File: config.mk
export PLATFORM = sky130hd
export DESIGN_NAME = truncated_displacement_pair_cost
export DESIGN_NICKNAME = d
export VERILOG_FILES = /design/src/rtl/tdpc_pkg.sv /design/src/rtl/truncated_displacement_pair_cost.sv /design/src/rtl/tdpc_regs.sv /design/src/rtl/tdpc_front.sv /design/src/rtl/tdpc_sqrt.sv
export SDC_FILE = /design/constraint.sdc
export NUM_CORES = 2
export LEC_CHECK = 0
export BUFFER_PORTS_ARGS = -buffer_cell sky130_fd_sc_hd__buf_2
export CAP_MARGIN = 40
export CORE_MARGIN = 3
export CORE_UTILIZATION = 30
export DETAILED_ROUTE_END_ITERATION = 7
export PLACE_DENSITY_LB_ADDON = 0.15
export SYNTH_ARGS = -nofsm -noshare
export SYNTH_HDL_FRONTEND = slang
export SYNTH_SLANG_ARGS = --single-unit
File: constraint.sdc
create_clock -name clk -period 15.7 [get_ports clk]
set_input_delay 0.785 -clock clk [delete_from_list [all_inputs] [get_ports clk]]
set_output_delay 0.785 -clock clk [all_outputs]
set_load 0.02 [all_outputs]
File: src/rtl/tdpc_pkg.sv
// Shared types and constants for the truncated displacement pair cost block.
// Depends on nothing; every other file of the block imports it.
package tdpc_pkg;

    // Default parameter values handed to the top level.
    localparam int COORD_BITS_DEF = 9;
    localparam int FRAC_BITS_DEF  = 4;

    // Fixed field and register widths.
    localparam int REG_BITS   = 10;
    localparam int COST_BITS  = 14;
    localparam int ADDR_BITS  = 3;
    localparam int DATA_BITS  = 32;

    // The length is scaled by ten, so its square is scaled by a hundred.
    localparam int LEN_SCALE_SQ = 100;
    localparam int SCALE_BITS   = 7;

    // Register reset values.
    localparam logic [REG_BITS-1:0] DUMMY_RESET = REG_BITS'(75);
    localparam logic [REG_BITS-1:0] TRUNC_RESET = REG_BITS'(300);

    // Register indexes on the configuration port.
    typedef enum logic [0:0] {
        REG_DUMMY_COST = 1'b0,
        REG_TRUNC_COST = 1'b1
    } tdpc_reg_idx_t;

    // Configuration handed from the register file to the datapath.
    typedef struct packed {
        logic [REG_BITS-1:0]   dummy_cost;
        logic [REG_BITS-1:0]   trunc_cost;
        logic [2*REG_BITS-1:0] trunc_sq;
    } tdpc_cfg_t;

    // Decision flags that travel with each transaction through the pipeline.
    typedef struct packed {
        logic dummy;
        logic inf;
        logic sat;
    } tdpc_tag_t;

endpackage

File: src/rtl/truncated_displacement_pair_cost.sv
// Truncated displacement pair cost: one entry of a pairwise cost matrix per transaction.
// Depends on tdpc_pkg, tdpc_regs, tdpc_front and tdpc_sqrt.
//
// Each input transaction carries two anchor points, one candidate point per anchor and
// two dummy-label flags, and produces exactly one result transaction. The cost is ten
// times the length of the displacement difference, in fixed point with FRAC_BITS
// fraction bits, truncated and clamped at trunc_cost; a dummy label gives dummy_cost,
// and otherwise a candidate with x equal to minus one gives the infinite flag with a
// zero cost. The block accepts one transaction every clock cycle while in_stall is low.
// With the default four fraction bits there are nineteen register stages in all, the
// first loaded at the accepting edge: four front-end stages form the squared, scaled
// length and test it against the squared ceiling, then the square-root pipeline settles
// one root bit per stage, and an output register presents the result. A two-entry
// output buffer lets a transaction be accepted while a result waits to be taken;
// in_stall rises only once both entries are occupied. Register writes take effect at
// the saturation compare and the output select, not at acceptance, and must be made
// while no transaction is in flight.
module truncated_displacement_pair_cost
    import tdpc_pkg::*;
#(
    parameter int COORD_BITS = COORD_BITS_DEF,
    parameter int FRAC_BITS  = FRAC_BITS_DEF
)
(
    input  logic                       clk,
    input  logic                       rst_n,
    // Configuration port.
    input  logic                       psel,
    input  logic                       penable,
    input  logic                       pwrite,
    input  logic [ADDR_BITS-1:0]       paddr,
    input  logic [DATA_BITS-1:0]       pwdata,
    output logic [DATA_BITS-1:0]       prdata,
    output logic                       pready,
    // Input channel.
    input  logic                       in_valid,
    output logic                       in_stall,
    input  logic [COORD_BITS-1:0]      anchor1_x,
    input  logic [COORD_BITS-1:0]      anchor1_y,
    input  logic [COORD_BITS-1:0]      anchor2_x,
    input  logic [COORD_BITS-1:0]      anchor2_y,
    input  logic signed [COORD_BITS:0] cand1_x,
    input  logic signed [COORD_BITS:0] cand1_y,
    input  logic signed [COORD_BITS:0] cand2_x,
    input  logic signed [COORD_BITS:0] cand2_y,
    input  logic                       first_is_dummy,
    input  logic                       second_is_dummy,
    // Output channel.
    output logic                       out_valid,
    input  logic                       out_stall,
    output logic [COST_BITS-1:0]       cost_scaled,
    output logic                       cost_infinite
);

    localparam int ROOT_BITS = REG_BITS + FRAC_BITS;
    localparam int SELW      = (ROOT_BITS > COST_BITS) ? ROOT_BITS : COST_BITS;

    tdpc_cfg_t              cfg;
    logic                   advance;
    logic                   in_take;
    logic                   n_valid;
    logic [2*ROOT_BITS-1:0] n_value;
    tdpc_tag_t              n_tag;
    logic                   r_valid;
    logic [ROOT_BITS-1:0]   r_root;
    tdpc_tag_t              r_tag;

    logic [SELW-1:0]        sel_wide;
    logic [COST_BITS-1:0]   res_cost;
    logic                   res_inf;

    logic                   o_valid_reg;
    logic [COST_BITS-1:0]   o_cost_reg;
    logic                   o_inf_reg;
    logic                   skid_valid_reg;
    logic [COST_BITS-1:0]   skid_cost_reg;
    logic                   skid_inf_reg;
    logic                   out_take;

    // The whole pipeline moves together unless the output buffer is full.
    assign advance  = !skid_valid_reg;
    assign in_stall = skid_valid_reg;
    assign in_take  = in_valid && advance;
    assign out_take = o_valid_reg && !out_stall;

    tdpc_regs u_regs
    (
        .clk     (clk),
        .rst_n   (rst_n),
        .psel    (psel),
        .penable (penable),
        .pwrite  (pwrite),
        .paddr   (paddr),
        .pwdata  (pwdata),
        .prdata  (prdata),
        .pready  (pready),
        .cfg     (cfg)
    );

    tdpc_front #(
        .COORD_BITS (COORD_BITS),
        .FRAC_BITS  (FRAC_BITS),
        .ROOT_BITS  (ROOT_BITS)
    ) u_front (
        .clk             (clk),
        .rst_n           (rst_n),
        .advance         (advance),
        .in_take         (in_take),
        .anchor1_x       (anchor1_x),
        .anchor1_y       (anchor1_y),
        .anchor2_x       (anchor2_x),
        .anchor2_y       (anchor2_y),
        .cand1_x         (cand1_x),
        .cand1_y         (cand1_y),
        .cand2_x         (cand2_x),
        .cand2_y         (cand2_y),
        .first_is_dummy  (first_is_dummy),
        .second_is_dummy (second_is_dummy),
        .cfg             (cfg),
        .n_valid         (n_valid),
        .n_value         (n_value),
        .n_tag           (n_tag)
    );

    tdpc_sqrt #(
        .ROOT_BITS (ROOT_BITS)
    ) u_sqrt (
        .clk       (clk),
        .rst_n     (rst_n),
        .advance   (advance),
        .in_valid  (n_valid),
        .in_value  (n_value),
        .in_tag    (n_tag),
        .out_valid (r_valid),
        .out_root  (r_root),
        .out_tag   (r_tag)
    );

    // The dummy label wins over the infinite flag, and both win over the length.
    // When the squared length reaches the squared ceiling the ceiling itself is the
    // answer, which also covers lengths too long for the root pipeline.
    always_comb
    begin
        if (r_tag.dummy)
        begin
            sel_wide = SELW'(cfg.dummy_cost) << FRAC_BITS;
        end
        else if (r_tag.inf)
        begin
            sel_wide = '0;
        end
        else if (r_tag.sat)
        begin
            sel_wide = SELW'(cfg.trunc_cost) << FRAC_BITS;
        end
        else
        begin
            sel_wide = SELW'(r_root);
        end
        res_cost = sel_wide[COST_BITS-1:0];
        res_inf  = !r_tag.dummy && r_tag.inf;
    end

    // Output register with a skid entry behind it.
    always_ff @(posedge clk or negedge rst_n)
    begin
        if (!rst_n)
        begin
            o_valid_reg    <= 1'b0;
            skid_valid_reg <= 1'b0;
        end
        else if (skid_valid_reg)
        begin
            if (out_take)
            begin
                skid_valid_reg <= 1'b0;
            end
        end
        else if (!o_valid_reg || out_take)
        begin
            o_valid_reg <= r_valid;
        end
        else if (r_valid)
        begin
            skid_valid_reg <= 1'b1;
        end
    end

    always_ff @(posedge clk)
    begin
        if (skid_valid_reg)
        begin
            if (out_take)
            begin
                o_cost_reg <= skid_cost_reg;
                o_inf_reg  <= skid_inf_reg;
            end
        end
        else if (!o_valid_reg || out_take)
        begin
            o_cost_reg <= res_cost;
            o_inf_reg  <= res_inf;
        end
        else
        begin
            skid_cost_reg <= res_cost;
            skid_inf_reg  <= res_inf;
        end
    end

    assign out_valid     = o_valid_reg;
    assign cost_scaled   = o_cost_reg;
    assign cost_infinite = o_inf_reg;

endmodule

File: src/rtl/tdpc_regs.sv
// Configuration register file behind an APB-style port.
// Depends on tdpc_pkg for widths, reset values and register indexes.
module tdpc_regs
    import tdpc_pkg::*;
(
    input  logic                 clk,
    input  logic                 rst_n,
    input  logic                 psel,
    input  logic                 penable,
    input  logic                 pwrite,
    input  logic [ADDR_BITS-1:0] paddr,
    input  logic [DATA_BITS-1:0] pwdata,
    output logic [DATA_BITS-1:0] prdata,
    output logic                 pready,
    output tdpc_cfg_t            cfg
);

    logic [REG_BITS-1:0]   dummy_reg;
    logic [REG_BITS-1:0]   trunc_reg;
    logic [2*REG_BITS-1:0] trunc_sq_reg;
    logic                  wr_en;
    tdpc_reg_idx_t         idx;

    assign pready = 1'b1;
    assign wr_en  = psel && penable && pwrite;
    assign idx    = tdpc_reg_idx_t'(paddr[ADDR_BITS-1:2]);

    always_ff @(posedge clk or negedge rst_n)
    begin
        if (!rst_n)
        begin
            dummy_reg <= DUMMY_RESET;
            trunc_reg <= TRUNC_RESET;
        end
        else if (wr_en)
        begin
            unique case (idx)
                REG_DUMMY_COST: dummy_reg <= pwdata[REG_BITS-1:0];
                REG_TRUNC_COST: trunc_reg <= pwdata[REG_BITS-1:0];
                default:        ;
            endcase
        end
    end

    // The square of the ceiling is kept ready for the saturation compare.
    always_ff @(posedge clk)
    begin
        trunc_sq_reg <= (2*REG_BITS)'(trunc_reg) * (2*REG_BITS)'(trunc_reg);
    end

    always_comb
    begin
        unique case (idx)
            REG_DUMMY_COST: prdata = DATA_BITS'(dummy_reg);
            REG_TRUNC_COST: prdata = DATA_BITS'(trunc_reg);
            default:        prdata = '0;
        endcase
    end

    assign cfg.dummy_cost = dummy_reg;
    assign cfg.trunc_cost = trunc_reg;
    assign cfg.trunc_sq   = trunc_sq_reg;

endmodule

File: src/rtl/tdpc_front.sv
// Front end: displacement difference, squares, scaling and saturation test.
// Depends on tdpc_pkg for the tag and configuration structs.
module tdpc_front
    import tdpc_pkg::*;
#(
    parameter int COORD_BITS = COORD_BITS_DEF,
    parameter int FRAC_BITS  = FRAC_BITS_DEF,
    parameter int ROOT_BITS  = REG_BITS + FRAC_BITS
)
(
    input  logic                          clk,
    input  logic                          rst_n,
    input  logic                          advance,
    input  logic                          in_take,
    input  logic [COORD_BITS-1:0]         anchor1_x,
    input  logic [COORD_BITS-1:0]         anchor1_y,
    input  logic [COORD_BITS-1:0]         anchor2_x,
    input  logic [COORD_BITS-1:0]         anchor2_y,
    input  logic signed [COORD_BITS:0]    cand1_x,
    input  logic signed [COORD_BITS:0]    cand1_y,
    input  logic signed [COORD_BITS:0]    cand2_x,
    input  logic signed [COORD_BITS:0]    cand2_y,
    input  logic                          first_is_dummy,
    input  logic                          second_is_dummy,
    input  tdpc_cfg_t                     cfg,
    output logic                          n_valid,
    output logic [2*ROOT_BITS-1:0]        n_value,
    output tdpc_tag_t                     n_tag
);

    localparam int DW   = COORD_BITS + 3;
    localparam int AW   = COORD_BITS + 2;
    localparam int SQW  = 2 * AW;
    localparam int SUMW = SQW + 1;
    localparam int MW   = SUMW + SCALE_BITS;
    localparam int NW   = MW + 2 * FRAC_BITS;
    localparam int CMPW = (NW > 2 * ROOT_BITS) ? NW : 2 * ROOT_BITS;

    // Stage A: differences.
    logic signed [DW-1:0] dx_next, dy_next;
    logic signed [DW-1:0] dx_reg, dy_reg;
    logic                 va_reg;
    tdpc_tag_t            tag_a_next, tag_a_reg;

    // Stage B: squares.
    logic [DW-1:0]  ax_full, ay_full;
    logic [AW-1:0]  ax, ay;
    logic [SQW-1:0] sqx_reg, sqy_reg;
    logic           vb_reg;
    tdpc_tag_t      tag_b_reg;

    // Stage C: scaled sum.
    logic [SUMW-1:0] sum;
    logic [MW-1:0]   m_reg;
    logic            vc_reg;
    tdpc_tag_t       tag_c_reg;

    // Stage D: shift into fixed point and compare against the squared ceiling.
    logic [CMPW-1:0]         n_ext, ceil_sq;
    logic [2*ROOT_BITS-1:0]  n_reg;
    logic                    vd_reg;
    tdpc_tag_t               tag_d_next;
    tdpc_tag_t               tag_d_reg;

    always_comb
    begin
        dx_next = DW'(cand2_x) - DW'(signed'({1'b0, anchor2_x}))
                - DW'(cand1_x) + DW'(signed'({1'b0, anchor1_x}));
        dy_next = DW'(cand2_y) - DW'(signed'({1'b0, anchor2_y}))
                - DW'(cand1_y) + DW'(signed'({1'b0, anchor1_y}));
        tag_a_next.dummy = first_is_dummy || second_is_dummy;
        tag_a_next.inf   = (cand1_x == '1) || (cand2_x == '1);
        tag_a_next.sat   = 1'b0;
    end

    assign ax_full = dx_reg[DW-1] ? DW'(-dx_reg) : dx_reg;
    assign ay_full = dy_reg[DW-1] ? DW'(-dy_reg) : dy_reg;
    assign ax      = ax_full[AW-1:0];
    assign ay      = ay_full[AW-1:0];

    assign sum     = SUMW'(sqx_reg) + SUMW'(sqy_reg);
    assign n_ext   = CMPW'(m_reg) << (2 * FRAC_BITS);
    assign ceil_sq = CMPW'(cfg.trunc_sq) << (2 * FRAC_BITS);

    always_comb
    begin
        tag_d_next     = tag_c_reg;
        tag_d_next.sat = n_ext >= ceil_sq;
    end

    always_ff @(posedge clk or negedge rst_n)
    begin
        if (!rst_n)
        begin
            va_reg <= 1'b0;
            vb_reg <= 1'b0;
            vc_reg <= 1'b0;
            vd_reg <= 1'b0;
        end
        else if (advance)
        begin
            va_reg <= in_take;
            vb_reg <= va_reg;
            vc_reg <= vb_reg;
            vd_reg <= vc_reg;
        end
    end

    always_ff @(posedge clk)
    begin
        if (advance)
        begin
            dx_reg        <= dx_next;
            dy_reg        <= dy_next;
            tag_a_reg     <= tag_a_next;
            sqx_reg       <= SQW'(ax) * SQW'(ax);
            sqy_reg       <= SQW'(ay) * SQW'(ay);
            tag_b_reg     <= tag_a_reg;
            m_reg         <= MW'(sum) * MW'(LEN_SCALE_SQ);
            tag_c_reg     <= tag_b_reg;
            n_reg         <= n_ext[2*ROOT_BITS-1:0];
            tag_d_reg     <= tag_d_next;
        end
    end

    assign n_valid = vd_reg;
    assign n_value = n_reg;
    assign n_tag   = tag_d_reg;

endmodule

File: src/rtl/tdpc_sqrt.sv
// Pipelined integer square root, one root bit settled per register stage.
// Depends on tdpc_pkg for the tag struct carried alongside the operand.
module tdpc_sqrt
    import tdpc_pkg::*;
#(
    parameter int ROOT_BITS = REG_BITS + FRAC_BITS_DEF
)
(
    input  logic                   clk,
    input  logic                   rst_n,
    input  logic                   advance,
    input  logic                   in_valid,
    input  logic [2*ROOT_BITS-1:0] in_value,
    input  tdpc_tag_t              in_tag,
    output logic                   out_valid,
    output logic [ROOT_BITS-1:0]   out_root,
    output tdpc_tag_t              out_tag
);

    localparam int RMW = 2 * ROOT_BITS;

    logic [RMW-1:0]       rem_reg  [ROOT_BITS];
    logic [ROOT_BITS-1:0] root_reg [ROOT_BITS];
    tdpc_tag_t            tag_reg  [ROOT_BITS];
    logic [ROOT_BITS-1:0] valid_reg;

    for (genvar g = 0; g < ROOT_BITS; g++)
    begin : g_bit
        localparam int BIT = ROOT_BITS - 1 - g;

        logic [RMW-1:0]       rem_in;
        logic [ROOT_BITS-1:0] root_in;
        tdpc_tag_t            tag_in;
        logic                 valid_in;
        logic [RMW-1:0]       trial;
        logic                 fits;

        if (g == 0)
        begin : g_head
            assign rem_in   = in_value;
            assign root_in  = '0;
            assign tag_in   = in_tag;
            assign valid_in = in_valid;
        end
        else
        begin : g_body
            assign rem_in   = rem_reg[g-1];
            assign root_in  = root_reg[g-1];
            assign tag_in   = tag_reg[g-1];
            assign valid_in = valid_reg[g-1];
        end

        // Adding this bit raises the square by 2*root*2^BIT + 4^BIT.
        assign trial = (RMW'(root_in) << (BIT + 1)) | (RMW'(1) << (2 * BIT));
        assign fits  = rem_in >= trial;

        always_ff @(posedge clk or negedge rst_n)
        begin
            if (!rst_n)
            begin
                valid_reg[g] <= 1'b0;
            end
            else if (advance)
            begin
                valid_reg[g] <= valid_in;
            end
        end

        always_ff @(posedge clk)
        begin
            if (advance)
            begin
                rem_reg[g]  <= fits ? rem_in - trial : rem_in;
                root_reg[g] <= fits ? (root_in | (ROOT_BITS'(1) << BIT)) : root_in;
                tag_reg[g]  <= tag_in;
            end
        end
    end

    assign out_valid = valid_reg[ROOT_BITS-1];
    assign out_root  = root_reg[ROOT_BITS-1];
    assign out_tag   = tag_reg[ROOT_BITS-1];

endmodule

# Word level (Yosys, flattened, before mapping)
# Memory sizes are Yosys's and may differ from the RTL's.
# Cells that the tools add are included.
# op_classes
multipliers	4
n_lt_le_gt_ge	15
mux	45
eq_ne	3
addsub	23
n_bitwise	3
n_reduce_logical	18
# ops
op	n
$mux W28	14
$mux W14	7
$pmux W32 S2	1
$mul A11 B11 Y22	2
$ge A38 B28 Y1	1
$mux W11	3
$ge A28 B15 Y1	1
$ge A28 B16 Y1	1
$ge A28 B17 Y1	1
$ge A28 B18 Y1	1
$ge A28 B19 Y1	1
$ge A28 B20 Y1	1
$ge A28 B21 Y1	1
$ge A28 B22 Y1	1
$ge A28 B23 Y1	1
$ge A28 B24 Y1	1
$ge A28 B25 Y1	1
$ge A28 B26 Y1	1
$ge A28 B27 Y1	1
$ge A28 B27 Y1 const B	1
$mul A23 B5 Y28 const B	1
$sub A28 B15 Y28	1
$sub A28 B16 Y28	1
$sub A28 B17 Y28	1
37 further kinds	65
# word_totals
ram_bits	630
register_bits	213
output_inout_bits	50
inputBits	120
n_memories	3
# mem_list
memory	words	width	rd	rd_clocked_by_memory_dff	write_ports	line	rtl
u_sqrt.rem_reg	14	28	13	0	14	tdpc_sqrt.sv:22	logic [RMW-1:0] rem_reg [ROOT_BITS];
u_sqrt.root_reg	14	14	14	0	14	tdpc_sqrt.sv:23	logic [ROOT_BITS-1:0] root_reg [ROOT_BITS];
u_sqrt.tag_reg	14	3	14	0	14	tdpc_sqrt.sv:24	tdpc_tag_t tag_reg [ROOT_BITS];

# Depth between registers and ports, before layout
# An unclocked memory read counts as a cell.
# logic_depth
word_depth	6
mapped_depth	28
ltp_nobuf	27

# Modules after synthesis
# Synthesis repeated with hierarchy kept, for this count alone.
# unflattened
hier_cells	3993
area_unflattened_um2	46103.0
# modules_own_cells
mod	area_per_inst_um2	seq_area_each_um2	n_inst	cells_per_inst
tdpc_sqrt	23736.5	15695.1	1	1749
tdpc_front	16544.6	3733.6	1	1682
tdpc_regs	4287.9	890.9	1	438
truncated_displacement_pair_cost	1534.0	950.9	1	124

# Least setup slack after synthesis
# OpenSTA, ideal clock, no wires.
# synth_timing
kind	register to register
startpoint	reg skid_valid_reg, in the netlist in_stall
endpoint	reg skid_cost_reg[0], enable pin
required_time_ps	15325
arrival_ps	16820
path_stages_with_launch	4
path_slack_ps	-1495
path_buffers	1
synth_period_minus_slack_ps	17195
cell_sequence	dfrtp_1 inv_2 buf_1 and3_1
# synth_via
elab_chain_cells	2
# synth_lines
element	line	rtl
start: declaration	truncated_displacement_pair_cost.sv:75	logic skid_valid_reg;
start signal: assignment	truncated_displacement_pair_cost.sv:170	skid_valid_reg <= 1'b0;
start signal: assignment	truncated_displacement_pair_cost.sv:176	skid_valid_reg <= 1'b0;
start signal: assignment	truncated_displacement_pair_cost.sv:185	skid_valid_reg <= 1'b1;
$not A1 Y1 (no line)	--	
$reduce_and A2 Y1 (no line)	--	
end signal: assignment	truncated_displacement_pair_cost.sv:206	skid_cost_reg <= res_cost;
end: declaration	truncated_displacement_pair_cost.sv:76	logic [COST_BITS-1:0] skid_cost_reg;
# No other way between the ends.
# A chain may end at the register's enable or synchronous reset.

# Worst setup path in the final report
# layout_timing
startpoint	reg u_front.dy_reg[0]
endpoint	reg u_front.sqy_reg[20] (data pin)
# layout_via
elab_chain_cells	3
# layout_lines
element	line	rtl
start: declaration	tdpc_front.sv:41	logic signed [DW-1:0] dx_reg, dy_reg;
start signal: assignment	tdpc_front.sv:114	dy_reg <= dy_next;
$neg A11 Y11	tdpc_front.sv:77	assign ay_full = dy_reg[DW-1] ? DW'(-dy_reg) : dy_reg;
$mux W11 *	tdpc_front.sv:77	
$mul A11 B11 Y22 *	tdpc_front.sv:117	sqy_reg <= SQW'(ay) * SQW'(ay);
end signal: assignment	tdpc_front.sv:117	
end: declaration	tdpc_front.sv:48	logic [SQW-1:0] sqx_reg, sqy_reg;
# Mark *: on every way between the ends. The rest lies on a longest branch, timed or not.

==> results.sh <==
export IMPL_status="finished, final reports clean"
export IMPL_fp_row_count=134
export IMPL_reg2reg_from="u_front.dy_reg[0]$_DFFE_PN_"
export IMPL_synthTopCellsByArea="edfxtp_1 (40%), ha_1 (12%), fa_1 (11%)"
export IMPL_place_hpwl_mm=63.19
export IMPL_cts_root_buf="clkbuf_16"
export IMPL_synth_top_area_share_pct=40.15
export IMPL_skew_ns=0.02937
export IMPL_cts_made_buffers=73
export IMPL_globalRouteTotalUtil_pct=11.92
export IMPL_ant_nets=0
export IMPL_dpl_cell_area_um2=43720
export IMPL_synth_top_area_cell="edfxtp_1"
export IMPL_design_core_area_um2=134600
export IMPL_drv_cap=0
export IMPL_routedWlPerCell_um=14.62
export IMPL_synth_common_cells="inv_1 (587), edfxtp_1 (548), ha_1 (406)"
export IMPL_n_antenna_cell=0
export IMPL_post_synth_top_count_cell="inv_1"
export IMPL_gp_congestion=0.7525
export IMPL_dieArea_um2=141100
export IMPL_fmax_mhz=127.7
export IMPL_vias=25140
export IMPL_rsz0062_at_grt="false"
export IMPL_ctsResizeCount=0
export IMPL_drive_gt1_share_pct=9.327
export IMPL_finalCritPeriodShare_pct=49.86
export IMPL_async_flop_share_pct=6.590
export IMPL_ys_ff_latch=607
export IMPL_final_hold_viol_count=0
export IMPL_hold_buffers=0
export IMPL_worst_skew_pair_late_latency_ns=0.63
export IMPL_portBuffers=122
export IMPL_cts_sinks=607
export IMPL_cts_tree="built"
export IMPL_dp_cells=5485
export IMPL_overflow=0
export IMPL_largest_reg_flops=250
export IMPL_clk_path_buf_depth=3
export IMPL_drc_errors=0
export IMPL_cp_max_fo=14
export IMPL_maxSlewHeadroom_pct=37.23
export IMPL_num_nets_final=4549
export IMPL_holdCritPathClass="in -> async"
export IMPL_start_util_pct=30.44
export IMPL_synth_distinct_cells=84
export IMPL_yosysWarningCount=0
export IMPL_fin_area_um2=46090
export IMPL_ios=170
export IMPL_die_w_um=375.6
export IMPL_synthToLayoutAreaGrowth_pct=12.45
export IMPL_path_clk_slew_ns=0.06
export IMPL_drt_iter0_drc=1075
export IMPL_yosysSeqAreaShare_pct=43.54
export IMPL_critPathArrivalTime_ns=8.27
export IMPL_dieHeight_um=375.6
export IMPL_critical_path_class="reg -> reg"
export IMPL_r2r_setup_slack_ns=7.87
export IMPL_tightest_slew_ns=0.9294
export IMPL_synthesis_area_um2=40990
export IMPL_finalSetupViolations=0
export IMPL_drv_slew=0
export IMPL_synth_cells=3627
export IMPL_post_cts_buffers=0
export IMPL_drt_wl_total_mm=82.10
export IMPL_synth_main_ff_cell="edfxtp_1"
export IMPL_grt_pass1_vias=26562
export IMPL_tns_ns=0
export IMPL_worstPathRequired_ns=16.14
export IMPL_synth_edf_count=548
export IMPL_firstDrtPassIters=5
export IMPL_grt_pass1_wl_mm=137.5
export IMPL_postSynthAreaPerCell_um2=11.30
export IMPL_grt_max_degree=159
export IMPL_crit_reg2reg_capture="u_front.sqy_reg[20]$_DFFE_PN_"
export IMPL_avgViaCountPerCell=4.476
export IMPL_reg2reg_depth=25
export IMPL_worst_setup_path_end_kind="flip-flop"
export IMPL_antenna_found_initial=0
export IMPL_period_needed_ns=7.829
export IMPL_cp_start_kind="flip-flop"
export IMPL_final_cells=5617
export IMPL_htreeDepth=3
-- layer usage --
metal / share of wire (%) / GRT usage, % / vias to the layer above
met5: 0 / 0 / -
met4: 2.4 / 3.045 / 0
met3: 2.9 / 1.998 / 100
met2: 49 / 20.95 / 237
met1: 46 / 15.18 / 12065
li1: - / - / 12738
-- through the flow --
stage,setup slack [ns],hold slack (ns),utilization (%)
finish,7.871,0.07966,34.23
global route,7.239,0.05180,34.23
CTS,7.763,0.01800,34.23
detailed placement,7.790,0.4045,32.47
global placement,7.828,0.4007,32.41
floorplan,0.2783,0.4003,-
-- how the worst max path moves through the flow --
stage	to	cells past startpoint	startpoint	slack, ns
2_1_floorplan	skid_cost_reg[0]$_DFFE_PP_	3	in_stall$_DFF_PN0_	0.28
4_1_cts	u_front.sqy_reg[20]$_DFFE_PN_	25	u_front.dy_reg[0]$_DFFE_PN_	7.76
6_report	u_front.sqy_reg[20]$_DFFE_PN_	25	u_front.dy_reg[0]$_DFFE_PN_	7.87
3_5_place_dp	u_front.sqy_reg[20]$_DFFE_PN_	25	u_front.dy_reg[0]$_DFFE_PN_	7.79
3_3_place_gp	u_front.sqy_reg[20]$_DFFE_PN_	25	u_front.dy_reg[0]$_DFFE_PN_	7.83
5_1_grt	u_front.sqy_reg[20]$_DFFE_PN_	25	u_front.dy_reg[0]$_DFFE_PN_	7.24
-- area by class of cell --
class	instances	area, um^2
repair buffers	138	795.8
flip-flops and latches	607	17850
multi-input cells	2375	20610
fillers	13594	88540
well taps	1768	2212
inverters	597	2248
clock buffers	92	1951
clock inverters	40	421.7
-- cells by family after synthesis --
logic type	synth area share [%]
XOR/XNOR	5.727
AO/OA/AOI/OAI	8.627
adder cells (fa/ha/maj)	23.68
multiplexers	2.717
other	0.01832
AND/OR/NAND/NOR	9.307
buffers and inverters	6.386
flip-flops	43.54
-- cells in the final DEF (no fill, tap or decap), drive strengths merged, types with 39 or more instances in the layout --
cell type  count
inv          593
edfxtp       548
ha           406
fa           231
nor2         227
nand2        205
a21oi        158
xnor2        153
o21ai        144
buf          138
xor2         115
clkbuf        92
a21o          82
mux2          82
nor3          66
nand2b        44
and2          41
o21a          39
-- critical path, cell delays in order (launching register included) --
cell      delay [ns]
edfxtp_1        0.44
inv_1           0.41
ha_1            0.24
nand2_1         0.07
or3_1           0.39
o31ai_2         0.34
xor2_1          0.72
nor2_1          0.17
inv_1           0.13
fa_1            0.42
fa_1            0.54
inv_1           0.05
fa_1            0.50
fa_1            0.54
inv_1           0.05
fa_1            0.52
inv_1           0.04
ha_1            0.35
and3_1          0.23
a221oi_1        0.41
a31oi_1         0.21
o211ai_1        0.21
a21boi_0        0.14
o21ai_0         0.31
nand3_1         0.12
o311ai_1        0.10
Power is not shown: default switching activity piles up to over one toggle a cycle in this logic, so the estimate is an artifact.
